--- src/rtl/core/qsu_pkg.sv ---
// ----------------------------------------------------------------------------
// qsu_pkg
// Shared types and constants for the quoted string unescape block.
// ----------------------------------------------------------------------------
package qsu_pkg;

  // Decoder state after the byte just taken
  typedef enum logic [2:0] {
    MODE_PLAIN = 3'd0,  // ordinary characters
    MODE_ESC   = 3'd1,  // backslash seen
    MODE_HEX0  = 3'd2,  // \x seen, no hex digit yet
    MODE_HEX1  = 3'd3,  // one hex digit held
    MODE_OCT   = 3'd4   // one or two octal digits held
  } qsu_mode_e;

  localparam int unsigned MaxBytes   = 3;
  localparam int unsigned QueueDepth = 4;
  localparam int unsigned QueuePtrW  = $clog2(QueueDepth);

  localparam logic [7:0] ChBackslash = 8'h5C;
  localparam logic [7:0] ChQuote     = 8'h27;
  localparam logic [7:0] ChLowerX    = 8'h78;
  localparam logic [7:0] ChLowerA    = 8'h61;
  localparam logic [7:0] ChLowerB    = 8'h62;
  localparam logic [7:0] ChLowerF    = 8'h66;
  localparam logic [7:0] ChLowerN    = 8'h6E;
  localparam logic [7:0] ChLowerR    = 8'h72;
  localparam logic [7:0] ChLowerT    = 8'h74;
  localparam logic [7:0] ChLowerV    = 8'h76;
  localparam logic [7:0] CodeBell    = 8'h07;
  localparam logic [7:0] CodeBs      = 8'h08;
  localparam logic [7:0] CodeFf      = 8'h0C;
  localparam logic [7:0] CodeLf      = 8'h0A;
  localparam logic [7:0] CodeCr      = 8'h0D;
  localparam logic [7:0] CodeTab     = 8'h09;
  localparam logic [7:0] CodeVt      = 8'h0B;

  // Decoded bytes caused by one input byte
  typedef struct packed {
    logic [MaxBytes-1:0][7:0] bytes;      // entry 0 goes out first
    logic [1:0]               count;      // 1 to 3 entries in use
    logic                     data_flag;  // 0 only for a bare end marker
    logic                     eos;        // last entry closes the literal
  } qsu_bundle_t;

  function automatic logic is_hex(logic [7:0] c);
    return (c >= 8'h30 && c <= 8'h39) || (c >= 8'h61 && c <= 8'h66) ||
           (c >= 8'h41 && c <= 8'h46);
  endfunction

  function automatic logic [3:0] hex_val(logic [7:0] c);
    return (c <= 8'h39) ? c[3:0] : (c[3:0] + 4'd9);
  endfunction

  function automatic logic is_oct(logic [7:0] c);
    return c >= 8'h30 && c <= 8'h37;
  endfunction

endpackage

--- src/rtl/core/quoted_string_unescape.sv ---
// ----------------------------------------------------------------------------
// quoted_string_unescape
// Decodes C-style escape sequences in the body of a quoted literal.
// ----------------------------------------------------------------------------
// One body byte is taken per cycle while the queue has room; each byte yields
// zero to three decoded bytes, and the output presents one decoded byte per
// cycle from a registered stage while the receiver is ready. Sustained rate is
// therefore one input byte per cycle while the input yields at most one byte
// each, and otherwise set by the single-byte output port: a byte that yields k
// results sends them out one at a time, with a four-entry queue of result
// groups absorbing bursts. The first result of a byte passes through the queue
// and then the output register. The last body byte always ends with a result
// marked tlast; tuser low marks a bare end marker that carries no byte.
module quoted_string_unescape (
  input  logic       clk_i,
  input  logic       rst_ni,
  input  logic       s_axis_tvalid,
  output logic       s_axis_tready,
  input  logic [7:0] s_axis_tdata,   // [7:0] char_in
  input  logic       s_axis_tuser,   // [0] double_quoted
  input  logic       s_axis_tlast,   // last_char
  output logic       m_axis_tvalid,
  input  logic       m_axis_tready,
  output logic [7:0] m_axis_tdata,   // [7:0] out_byte
  output logic       m_axis_tuser,   // [0] byte_valid
  output logic       m_axis_tlast    // end_of_string
);

  logic                 push_valid, push_ready;
  qsu_pkg::qsu_bundle_t push_bundle, head;
  logic                 head_valid, pop;

  qsu_front u_front (
    .clk_i         (clk_i),
    .rst_ni        (rst_ni),
    .in_valid_i    (s_axis_tvalid),
    .in_ready_o    (s_axis_tready),
    .char_i        (s_axis_tdata),
    .dq_i          (s_axis_tuser),
    .last_i        (s_axis_tlast),
    .push_valid_o  (push_valid),
    .push_ready_i  (push_ready),
    .push_bundle_o (push_bundle)
  );

  qsu_queue u_queue (
    .clk_i         (clk_i),
    .rst_ni        (rst_ni),
    .push_valid_i  (push_valid),
    .push_ready_o  (push_ready),
    .push_bundle_i (push_bundle),
    .head_valid_o  (head_valid),
    .pop_i         (pop),
    .head_o        (head)
  );

  qsu_back u_back (
    .clk_i        (clk_i),
    .rst_ni       (rst_ni),
    .head_valid_i (head_valid),
    .head_i       (head),
    .pop_o        (pop),
    .out_valid_o  (m_axis_tvalid),
    .out_ready_i  (m_axis_tready),
    .out_byte_o   (m_axis_tdata),
    .out_flag_o   (m_axis_tuser),
    .out_last_o   (m_axis_tlast)
  );

`ifndef SYNTHESIS
  // A request without data is only ever the end marker of a literal
  a_bare_is_last: assert property (@(posedge clk_i) disable iff (!rst_ni)
    (m_axis_tvalid && !m_axis_tuser) |-> m_axis_tlast)
    else $error("bare result without end of string");

  // Decoder never hands over an empty group
  a_push_nonempty: assert property (@(posedge clk_i) disable iff (!rst_ni)
    push_valid |-> (push_bundle.count != 2'd0))
    else $error("empty bundle pushed");

  // Decoder never pushes into a full queue
  a_no_overflow: assert property (@(posedge clk_i) disable iff (!rst_ni)
    push_valid |-> push_ready)
    else $error("push into full queue");

  // A last input byte always produces a group closing the literal
  a_last_pushes: assert property (@(posedge clk_i) disable iff (!rst_ni)
    (s_axis_tvalid && s_axis_tready && s_axis_tlast) |-> (push_valid && push_bundle.eos))
    else $error("end of literal lost");
`endif

endmodule

--- src/rtl/core/qsu_front.sv ---
// ----------------------------------------------------------------------------
// qsu_front
// Takes one raw byte per cycle while the queue has room, tracks escape state
// and builds the bundle of decoded bytes that the byte causes.
// ----------------------------------------------------------------------------
module qsu_front (
  input  logic                 clk_i,
  input  logic                 rst_ni,
  input  logic                 in_valid_i,
  output logic                 in_ready_o,
  input  logic [7:0]           char_i,
  input  logic                 dq_i,
  input  logic                 last_i,
  output logic                 push_valid_o,
  input  logic                 push_ready_i,
  output qsu_pkg::qsu_bundle_t push_bundle_o
);

  qsu_pkg::qsu_mode_e mode_q, mode_d, mode_step;
  logic [7:0]         val_q, val_d, val_step;
  logic [1:0]         cnt_q, cnt_d, cnt_step;
  logic               accept;
  logic [1:0]         cnt_inc;
  logic [7:0]         oct_val;
  logic [8:0]         letter;
  qsu_pkg::qsu_bundle_t bundle;

  function automatic qsu_pkg::qsu_bundle_t add_byte(qsu_pkg::qsu_bundle_t b,
                                                    logic [7:0] v);
    qsu_pkg::qsu_bundle_t r;
    r = b;
    if (r.count != 2'd3) begin
      r.bytes[r.count] = v;
      r.count = r.count + 2'd1;
    end
    return r;
  endfunction

  // Simple letter escapes of double-quoted mode: {hit, code}
  function automatic logic [8:0] letter_code(logic [7:0] c);
    logic [8:0] r;
    r = '0;
    case (c)
      qsu_pkg::ChLowerA: r = {1'b1, qsu_pkg::CodeBell};
      qsu_pkg::ChLowerB: r = {1'b1, qsu_pkg::CodeBs};
      qsu_pkg::ChLowerF: r = {1'b1, qsu_pkg::CodeFf};
      qsu_pkg::ChLowerN: r = {1'b1, qsu_pkg::CodeLf};
      qsu_pkg::ChLowerR: r = {1'b1, qsu_pkg::CodeCr};
      qsu_pkg::ChLowerT: r = {1'b1, qsu_pkg::CodeTab};
      qsu_pkg::ChLowerV: r = {1'b1, qsu_pkg::CodeVt};
      default:           r = '0;
    endcase
    return r;
  endfunction

  assign in_ready_o = push_ready_i;
  assign accept     = in_valid_i && push_ready_i;
  assign cnt_inc    = cnt_q + 2'd1;
  assign oct_val    = {val_q[4:0], char_i[2:0]};
  assign letter     = letter_code(char_i);

  // Next state
  always_comb begin
    mode_step = mode_q;
    val_step  = val_q;
    cnt_step  = cnt_q;
    unique case (mode_q)
      qsu_pkg::MODE_ESC: begin
        mode_step = qsu_pkg::MODE_PLAIN;
        if (dq_i) begin
          if (char_i == qsu_pkg::ChLowerX) begin
            mode_step = qsu_pkg::MODE_HEX0;
          end else if (!letter[8] && qsu_pkg::is_oct(char_i)) begin
            mode_step = qsu_pkg::MODE_OCT;
            val_step  = {5'd0, char_i[2:0]};
            cnt_step  = 2'd1;
          end
        end
      end
      qsu_pkg::MODE_HEX0: begin
        if (qsu_pkg::is_hex(char_i)) begin
          mode_step = qsu_pkg::MODE_HEX1;
          val_step  = {4'd0, qsu_pkg::hex_val(char_i)};
        end else begin
          mode_step = (char_i == qsu_pkg::ChBackslash) ? qsu_pkg::MODE_ESC
                                                       : qsu_pkg::MODE_PLAIN;
        end
      end
      qsu_pkg::MODE_HEX1: begin
        if (qsu_pkg::is_hex(char_i)) begin
          mode_step = qsu_pkg::MODE_PLAIN;
        end else begin
          mode_step = (char_i == qsu_pkg::ChBackslash) ? qsu_pkg::MODE_ESC
                                                       : qsu_pkg::MODE_PLAIN;
        end
      end
      qsu_pkg::MODE_OCT: begin
        if (qsu_pkg::is_oct(char_i)) begin
          val_step = oct_val;
          cnt_step = cnt_inc;
          if (cnt_inc == 2'd3) begin
            mode_step = qsu_pkg::MODE_PLAIN;
          end
        end else begin
          mode_step = (char_i == qsu_pkg::ChBackslash) ? qsu_pkg::MODE_ESC
                                                       : qsu_pkg::MODE_PLAIN;
        end
      end
      default: begin
        mode_step = (char_i == qsu_pkg::ChBackslash) ? qsu_pkg::MODE_ESC
                                                     : qsu_pkg::MODE_PLAIN;
      end
    endcase

    mode_d = mode_step;
    val_d  = val_step;
    cnt_d  = cnt_step;
    if (last_i) begin
      mode_d = qsu_pkg::MODE_PLAIN;
      val_d  = '0;
      cnt_d  = '0;
    end
    if (mode_d == qsu_pkg::MODE_PLAIN || mode_d == qsu_pkg::MODE_ESC ||
        mode_d == qsu_pkg::MODE_HEX0) begin
      cnt_d = '0;
    end
    if (mode_d == qsu_pkg::MODE_PLAIN) begin
      val_d = '0;
    end
  end

  // Emitted bytes
  always_comb begin
    bundle           = '0;
    bundle.data_flag = 1'b1;
    bundle.eos       = last_i;
    unique case (mode_q)
      qsu_pkg::MODE_ESC: begin
        if (!dq_i) begin
          if (char_i != qsu_pkg::ChBackslash && char_i != qsu_pkg::ChQuote) begin
            bundle = add_byte(bundle, qsu_pkg::ChBackslash);
          end
          bundle = add_byte(bundle, char_i);
        end else if (letter[8]) begin
          bundle = add_byte(bundle, letter[7:0]);
        end else if (char_i != qsu_pkg::ChLowerX && !qsu_pkg::is_oct(char_i)) begin
          bundle = add_byte(bundle, char_i);
        end
      end
      qsu_pkg::MODE_HEX0: begin
        if (!qsu_pkg::is_hex(char_i)) begin
          bundle = add_byte(bundle, qsu_pkg::ChBackslash);
          bundle = add_byte(bundle, qsu_pkg::ChLowerX);
          if (char_i != qsu_pkg::ChBackslash) begin
            bundle = add_byte(bundle, char_i);
          end
        end
      end
      qsu_pkg::MODE_HEX1: begin
        if (qsu_pkg::is_hex(char_i)) begin
          bundle = add_byte(bundle, {val_q[3:0], qsu_pkg::hex_val(char_i)});
        end else begin
          bundle = add_byte(bundle, val_q);
          if (char_i != qsu_pkg::ChBackslash) begin
            bundle = add_byte(bundle, char_i);
          end
        end
      end
      qsu_pkg::MODE_OCT: begin
        if (qsu_pkg::is_oct(char_i)) begin
          if (cnt_inc == 2'd3) begin
            bundle = add_byte(bundle, oct_val);
          end
        end else begin
          bundle = add_byte(bundle, val_q);
          if (char_i != qsu_pkg::ChBackslash) begin
            bundle = add_byte(bundle, char_i);
          end
        end
      end
      default: begin
        if (char_i != qsu_pkg::ChBackslash) begin
          bundle = add_byte(bundle, char_i);
        end
      end
    endcase

    // Flush whatever is still pending at the end of the literal
    if (last_i) begin
      if (mode_step == qsu_pkg::MODE_HEX1 || mode_step == qsu_pkg::MODE_OCT) begin
        bundle = add_byte(bundle, val_step);
      end else if (mode_step == qsu_pkg::MODE_HEX0) begin
        bundle = add_byte(bundle, qsu_pkg::ChBackslash);
        bundle = add_byte(bundle, qsu_pkg::ChLowerX);
      end
      if (bundle.count == 2'd0) begin
        bundle.count     = 2'd1;
        bundle.data_flag = 1'b0;
      end
    end
  end

  assign push_valid_o  = accept && (bundle.count != 2'd0);
  assign push_bundle_o = bundle;

  always_ff @(posedge clk_i or negedge rst_ni) begin
    if (!rst_ni) begin
      mode_q <= qsu_pkg::MODE_PLAIN;
      val_q  <= '0;
      cnt_q  <= '0;
    end else if (accept) begin
      mode_q <= mode_d;
      val_q  <= val_d;
      cnt_q  <= cnt_d;
    end
  end

endmodule

--- src/rtl/core/qsu_queue.sv ---
// ----------------------------------------------------------------------------
// qsu_queue
// Small FIFO of byte bundles between the decoder and the serializer.
// ----------------------------------------------------------------------------
module qsu_queue (
  input  logic                 clk_i,
  input  logic                 rst_ni,
  input  logic                 push_valid_i,
  output logic                 push_ready_o,
  input  qsu_pkg::qsu_bundle_t push_bundle_i,
  output logic                 head_valid_o,
  input  logic                 pop_i,
  output qsu_pkg::qsu_bundle_t head_o
);

  localparam int unsigned CntW = $clog2(qsu_pkg::QueueDepth + 1);

  qsu_pkg::qsu_bundle_t entries_q [qsu_pkg::QueueDepth];
  logic [qsu_pkg::QueuePtrW-1:0] wr_ptr_q, rd_ptr_q;
  logic [CntW-1:0]               fill_q, fill_d;
  logic                          do_push, do_pop;

  assign push_ready_o = (fill_q != CntW'(qsu_pkg::QueueDepth));
  assign head_valid_o = (fill_q != '0);
  assign head_o       = entries_q[rd_ptr_q];
  assign do_push      = push_valid_i && push_ready_o;
  assign do_pop       = pop_i && head_valid_o;

  always_comb begin
    fill_d = fill_q;
    case ({do_push, do_pop})
      2'b10:   fill_d = fill_q + CntW'(1);
      2'b01:   fill_d = fill_q - CntW'(1);
      default: fill_d = fill_q;
    endcase
  end

  always_ff @(posedge clk_i or negedge rst_ni) begin
    if (!rst_ni) begin
      wr_ptr_q <= '0;
      rd_ptr_q <= '0;
      fill_q   <= '0;
    end else begin
      if (do_push) begin
        wr_ptr_q <= wr_ptr_q + 1'b1;
      end
      if (do_pop) begin
        rd_ptr_q <= rd_ptr_q + 1'b1;
      end
      fill_q <= fill_d;
    end
  end

  always_ff @(posedge clk_i) begin
    if (do_push) begin
      entries_q[wr_ptr_q] <= push_bundle_i;
    end
  end

endmodule

--- src/rtl/core/qsu_back.sv ---
// ----------------------------------------------------------------------------
// qsu_back
// Walks the head bundle one byte at a time into the output register.
// ----------------------------------------------------------------------------
module qsu_back (
  input  logic                 clk_i,
  input  logic                 rst_ni,
  input  logic                 head_valid_i,
  input  qsu_pkg::qsu_bundle_t head_i,
  output logic                 pop_o,
  output logic                 out_valid_o,
  input  logic                 out_ready_i,
  output logic [7:0]           out_byte_o,
  output logic                 out_flag_o,
  output logic                 out_last_o
);

  logic [1:0] idx_q, idx_d;
  logic       valid_q, valid_d;
  logic [7:0] byte_q;
  logic       flag_q, last_q;
  logic       load, at_end;

  assign load   = head_valid_i && (!valid_q || out_ready_i);
  assign at_end = (idx_q == head_i.count - 2'd1);
  assign pop_o  = load && at_end;

  always_comb begin
    idx_d   = idx_q;
    valid_d = valid_q;
    if (load) begin
      valid_d = 1'b1;
      idx_d   = at_end ? 2'd0 : idx_q + 2'd1;
    end else if (out_ready_i) begin
      valid_d = 1'b0;
    end
  end

  always_ff @(posedge clk_i or negedge rst_ni) begin
    if (!rst_ni) begin
      idx_q   <= '0;
      valid_q <= 1'b0;
    end else begin
      idx_q   <= idx_d;
      valid_q <= valid_d;
    end
  end

  always_ff @(posedge clk_i) begin
    if (load) begin
      byte_q <= head_i.bytes[idx_q];
      flag_q <= head_i.data_flag;
      last_q <= head_i.eos && at_end;
    end
  end

  assign out_valid_o = valid_q;
  assign out_byte_o  = byte_q;
  assign out_flag_o  = flag_q;
  assign out_last_o  = last_q;

endmodule
--- config.mk ---
export PLATFORM = sky130hd
export DESIGN_NAME = quoted_string_unescape
export DESIGN_NICKNAME = d
export VERILOG_FILES = /design/src/rtl/core/qsu_pkg.sv /design/src/rtl/core/quoted_string_unescape.sv /design/src/rtl/core/qsu_front.sv /design/src/rtl/core/qsu_queue.sv /design/src/rtl/core/qsu_back.sv
export SDC_FILE = /design/constraint.sdc
export NUM_CORES = 1
export LEC_CHECK = 0
export BUFFER_PORTS_ARGS = -buffer_cell sky130_fd_sc_hd__buf_2
export CAP_MARGIN = 20
export CORE_UTILIZATION = 35
export CTS_BUF_LIST = sky130_fd_sc_hd__clkbuf_16
export DETAILED_ROUTE_END_ITERATION = 8
export SETUP_SLACK_MARGIN = 0.1
export SLEW_MARGIN = 30
export SYNTH_ARGS = -nofsm -noshare
export SYNTH_HDL_FRONTEND = slang
export SYNTH_SLANG_ARGS = --single-unit
--- constraint.sdc ---
create_clock -name clk_i -period 4.58 [get_ports clk_i]
set_clock_uncertainty 0.05 [all_clocks]
set_input_delay 0 -clock clk_i [delete_from_list [all_inputs] [get_ports clk_i]]
set_output_delay 0 -clock clk_i [all_outputs]
set_load 0.02 [all_outputs]
==> insert_results.sql <==
INSERT INTO impl_metrics (metric_group, metric, value, unit) VALUES
('run_status', 'result_of_the_run', 'completed', ''),
('synth', 'synth-edff-count', '122', ''),
('synth', 'synthesis_warning_total', '0', ''),
('critical_path', 'timing.critical_path.arrival', '3940', 'ps'),
('timing', 'fmax', '0.272', 'GHz'),
('finish', 'layout-drive-gt1-share', '0.184', ''),
('power_and_ir_drop', 'worst_ir_drop_vdd', '0.000270', 'V'),
('clocking', 'cts_resized', '0', ''),
('critical_path', 'crit_path_frequent_cell', 'inv_1', ''),
('synth', 'syn_avg_cell_area', '13.3', 'um^2'),
('critical_path', 'critical_path.max_fanout', '11', ''),
('finish', 'layout.cells.most_common_list', '122 x edfxtp_1, 42 x nand2_1, 34 x nor2_1', ''),
('power_and_ir_drop', 'power_leakage', '0.00289', 'uW'),
('power_and_ir_drop', 'design_power_total', '4390', 'uW'),
('finish', 'n_fill_cell', '1908', ''),
('timing', 'final_period_minus_worst_setup_slack', '3670', 'ps'),
('critical_path', 'crit_required', '4850', 'ps'),
('finish', 'area_delta_synth_final', '14.2', '%'),
('clocking', 'ctsLongestPathBuffers', '2', ''),
('route', 'dr_total_vias', '4743', ''),
('synth', 'yosysUniqueCellTypes', '71', ''),
('synth', 'synth_flop_cell', 'edfxtp_1', ''),
('finish', 'final_nets', '589', ''),
('global_route', 'initial_antenna_violation_count', '0', ''),
('route', 'post_drt_wl_per_cell', '19.7', 'um'),
('finish', 'n_antenna_cell', '0', ''),
('clocking', 'cts_buffers', '17', ''),
('finish', 'final_area', '8200', 'um^2'),
('global_route', 'grt_pass1_vias', '4603', ''),
('floorplanning', 'fp.dieArea', '21100', 'um^2'),
('clocking', 'cts_tree', 'yes', ''),
('route', 'wl', '16.7', 'mm'),
('floorplanning', 'die_height', '145', 'um'),
('synth', 'async_reset_ff_frac', '0.159', ''),
('timing', 'rsz_0062_raised_after_global_routing', 'false', ''),
('clocking', 'worst_setup_hold_path_clk_slew', '60', 'ps'),
('floorplanning', 'die_w', '145', 'um'),
('global_route', 'first_pass_grt_wire_length', '26.2', 'mm'),
('timing', 'worst-slew-pin-transition', '867', 'ps'),
('critical_path', 'timing.critical_path.buf_inv', '2', ''),
('synth', 'seq_area_frac_synth', '0.591', ''),
('route', 'via_per_inst', '5.60', ''),
('critical_path', 'crit_chain', 'nand2b_1 > nor2_1 > nor4b_1 > a211oi_2 > or2_0 > a31oi_4 > inv_1 > ha_1 > inv_1 > fa_1 > o21ai_0', ''),
('clocking', 'clock_tree.htree_level_count', '4', ''),
('global_route', 'groute.usage.overall', '0.163', ''),
('finish', 'mostFrequentLayoutCell', 'edfxtp_1', ''),
('critical_path', 'timing.critical_path.slowest_cell_delay', '650', 'ps'),
('critical_path', 'timing.critical_path.from_type', 'flop', ''),
('timing', 'whs', '51.4', 'ps'),
('timing', 'finalSetupTns', '0', 'ps'),
('timing', 'setup_viol', '0', ''),
('min_path', 'holdCritPathClass', 'input pin to asynchronous set/reset pin', ''),
('route', 'firstDrtPassIters', '7', ''),
('route', 'remaining_drc_errors', '0', ''),
('critical_path', 'worst_setup_path_end_kind', 'flop', ''),
('placement', 'dpl_cell_area', '7580', 'um^2'),
('critical_path', 'worst_setup_path_category', 'flop to flop', ''),
('floorplanning', 'fp-row-count', '52', ''),
('placement', 'post-dp-hpwl', '11.4', 'mm'),
('synth', 'post_synth_inst_count', '540', ''),
('critical_path', 'critPathTopFamily', 'simple AND/OR/NAND/NOR gates', ''),
('timing', 'postLayoutSetupSlackWorst', '910', 'ps'),
('synth', 'netlist_area', '7180', 'um^2'),
('route', 'drt_iter0_drc', '399', ''),
('clocking', 'clock_latency', '420', 'ps'),
('timing', 'hold_violations', '0', ''),
('clocking', 'cts_num_sinks', '145', ''),
('placement', 'gp_congestion', '0.944', ''),
('critical_path', 'critical-path-slowest-cell', 'nor4b_1', ''),
('floorplanning', 'io_pins', '26', ''),
('global_route', 'grt_overflow_total', '0', ''),
('run', 'maxCapViolCount', '0', ''),
('synth', 'synth_nets', '565', ''),
('clocking', 'clock_tree.root_cell', 'clkbuf_16', ''),
('floorplanning', 'initial_core_util', '0.356', ''),
('timing', 'final_max_slew_viol_count', '0', ''),
('floorplanning', 'placeableCoreArea', '20200', 'um^2'),
('power_and_ir_drop', 'cellPowerDensity', '535', 'nW/um^2'),
('synth', 'ys_ff_latch', '145', ''),
('timing', 'slew_headroom', '0.414', ''),
('placement', 'post-place-ws', '644', 'ps'),
('timing', 'ratio_of_final_minimum_period_to_clock_period', '0.801', ''),
('placement', 'input_output_buffers', '25', ''),
('global_route', 'grt_max_degree', '29', ''),
('route', 'remaining_number_of_nets_flagged_by_the_antenna_check_after_routing', '0', '');
==> where the power goes <==
group          leakage (uW)  internal, uW  switching [uW]
clock network      0.000280           764             558
logic               0.00119           508             630
registers           0.00142          1770             158
==> registers in the layout, summed over array words and instances, names as in the netlist <==
register and count:
u_front.mode_q 3, u_queue.entries_q 112, u_queue.wr_ptr_q 2, u_back.out_valid_o 1, u_back.out_last_o 1, u_front.cnt_q 2, u_back.idx_q 2, u_queue.rd_ptr_q 2
u_front.val_q 8, u_back.out_flag_o 1, u_back.out_byte_o 8, u_queue.fill_q 3
==> path summary, 6_finish.rpt <==
path                               startpoint                  endpoint  slack, ps  cells past startpoint
max                         u_front.mode_q[2]         u_queue.fill_q[1]        910                     11
min                                    rst_ni          u_front.val_q[7]         50                      2
max reg2reg                 u_front.mode_q[2]         u_queue.fill_q[1]        910                     11
min reg2reg                u_back.out_valid_o        u_back.out_valid_o        450                      2
max in group asynchronous              rst_ni       u_queue.rd_ptr_q[0]       4030                      2
min in group clk_i            s_axis_tdata[1]  u_queue.entries_q[2][21]        100                      2
==> logic make-up after synthesis <==
family / after synthesis / share of synthesized area
AO/OA/AOI/OAI: 118 / 0.120
XOR/XNOR: 9 / 0.0110
adder cells (fa/ha/maj): 11 / 0.0202
buffers and inverters: 60 / 0.0321
flip-flops: 145 / 0.591
multiplexers: 47 / 0.115
AND/OR/NAND/NOR: 150 / 0.111
==> repair_timing <==
| action | in CTS | in global routing |
|---|---|---|
| hold buffers | 4 | 0 |
| setup buffers | 0 | 0 |
| hold endpoints to repair | 34 | 0 |
==> worst register-to-register path, cell delays in order (launching register included) <==
cell	delay, ps
dfrtp_1	530
nand2b_1	240
nor2_1	200
nor4b_1	650
a211oi_2	160
or2_0	420
a31oi_4	350
inv_1	80
ha_1	210
inv_1	70
fa_1	410
o21ai_0	210
==> area by class of cell <==
class	count	area, um^2	share of cell area
flip-flops and latches	145	4240	0.517
clock buffers	17	425	0.0519
repair buffers	38	233	0.0284
clock inverters	15	149	0.0182
inverters	27	101	0.0124
multi-input cells	335	2710	0.331
well taps	270	338	0.0412
==> per-layer routing <==
metal | share of wire | global-route usage | up-vias | wire, um
met1 | 0.45 | 0.226 | 2389 | 7470
li1 | - | - | 2145 | -
met5 | 0 | 0 | - | 0
met4 | 0.017 | 0.0468 | 0 | 280
met3 | 0.055 | 0.0355 | 18 | 924
met2 | 0.48 | 0.258 | 191 | 7980
==> synthesized netlist by cell type, types with 7 or more instances <==
master	n	share of area
o22ai_1	15	0.013
nor2_1	34	0.018
mux4_2	28	0.088
clkbuf_1	24	0.013
ha_1	10	0.017
inv_1	27	0.014
nand2_1	42	0.022
o31ai_1	9	0.0094
mux2i_1	16	0.022
dfrtp_1	23	0.080
a22o_1	11	0.013
edfxtp_1	122	0.51
and2_1	17	0.015
nor3_1	7	0.0049
o21ai_0	16	0.011
a21oi_1	24	0.017
and3_1	9	0.0078
==> stage by stage <==
step | std cells | utilization
after global routing | 847 | 0.406
final | 847 | 0.406
after floorplan | 540 | -
after CTS | 847 | 0.406
after detailed placement | 811 | 0.376
after global placement | 811 | 0.376
No activity file was read; power rests on OpenSTA's default activity.
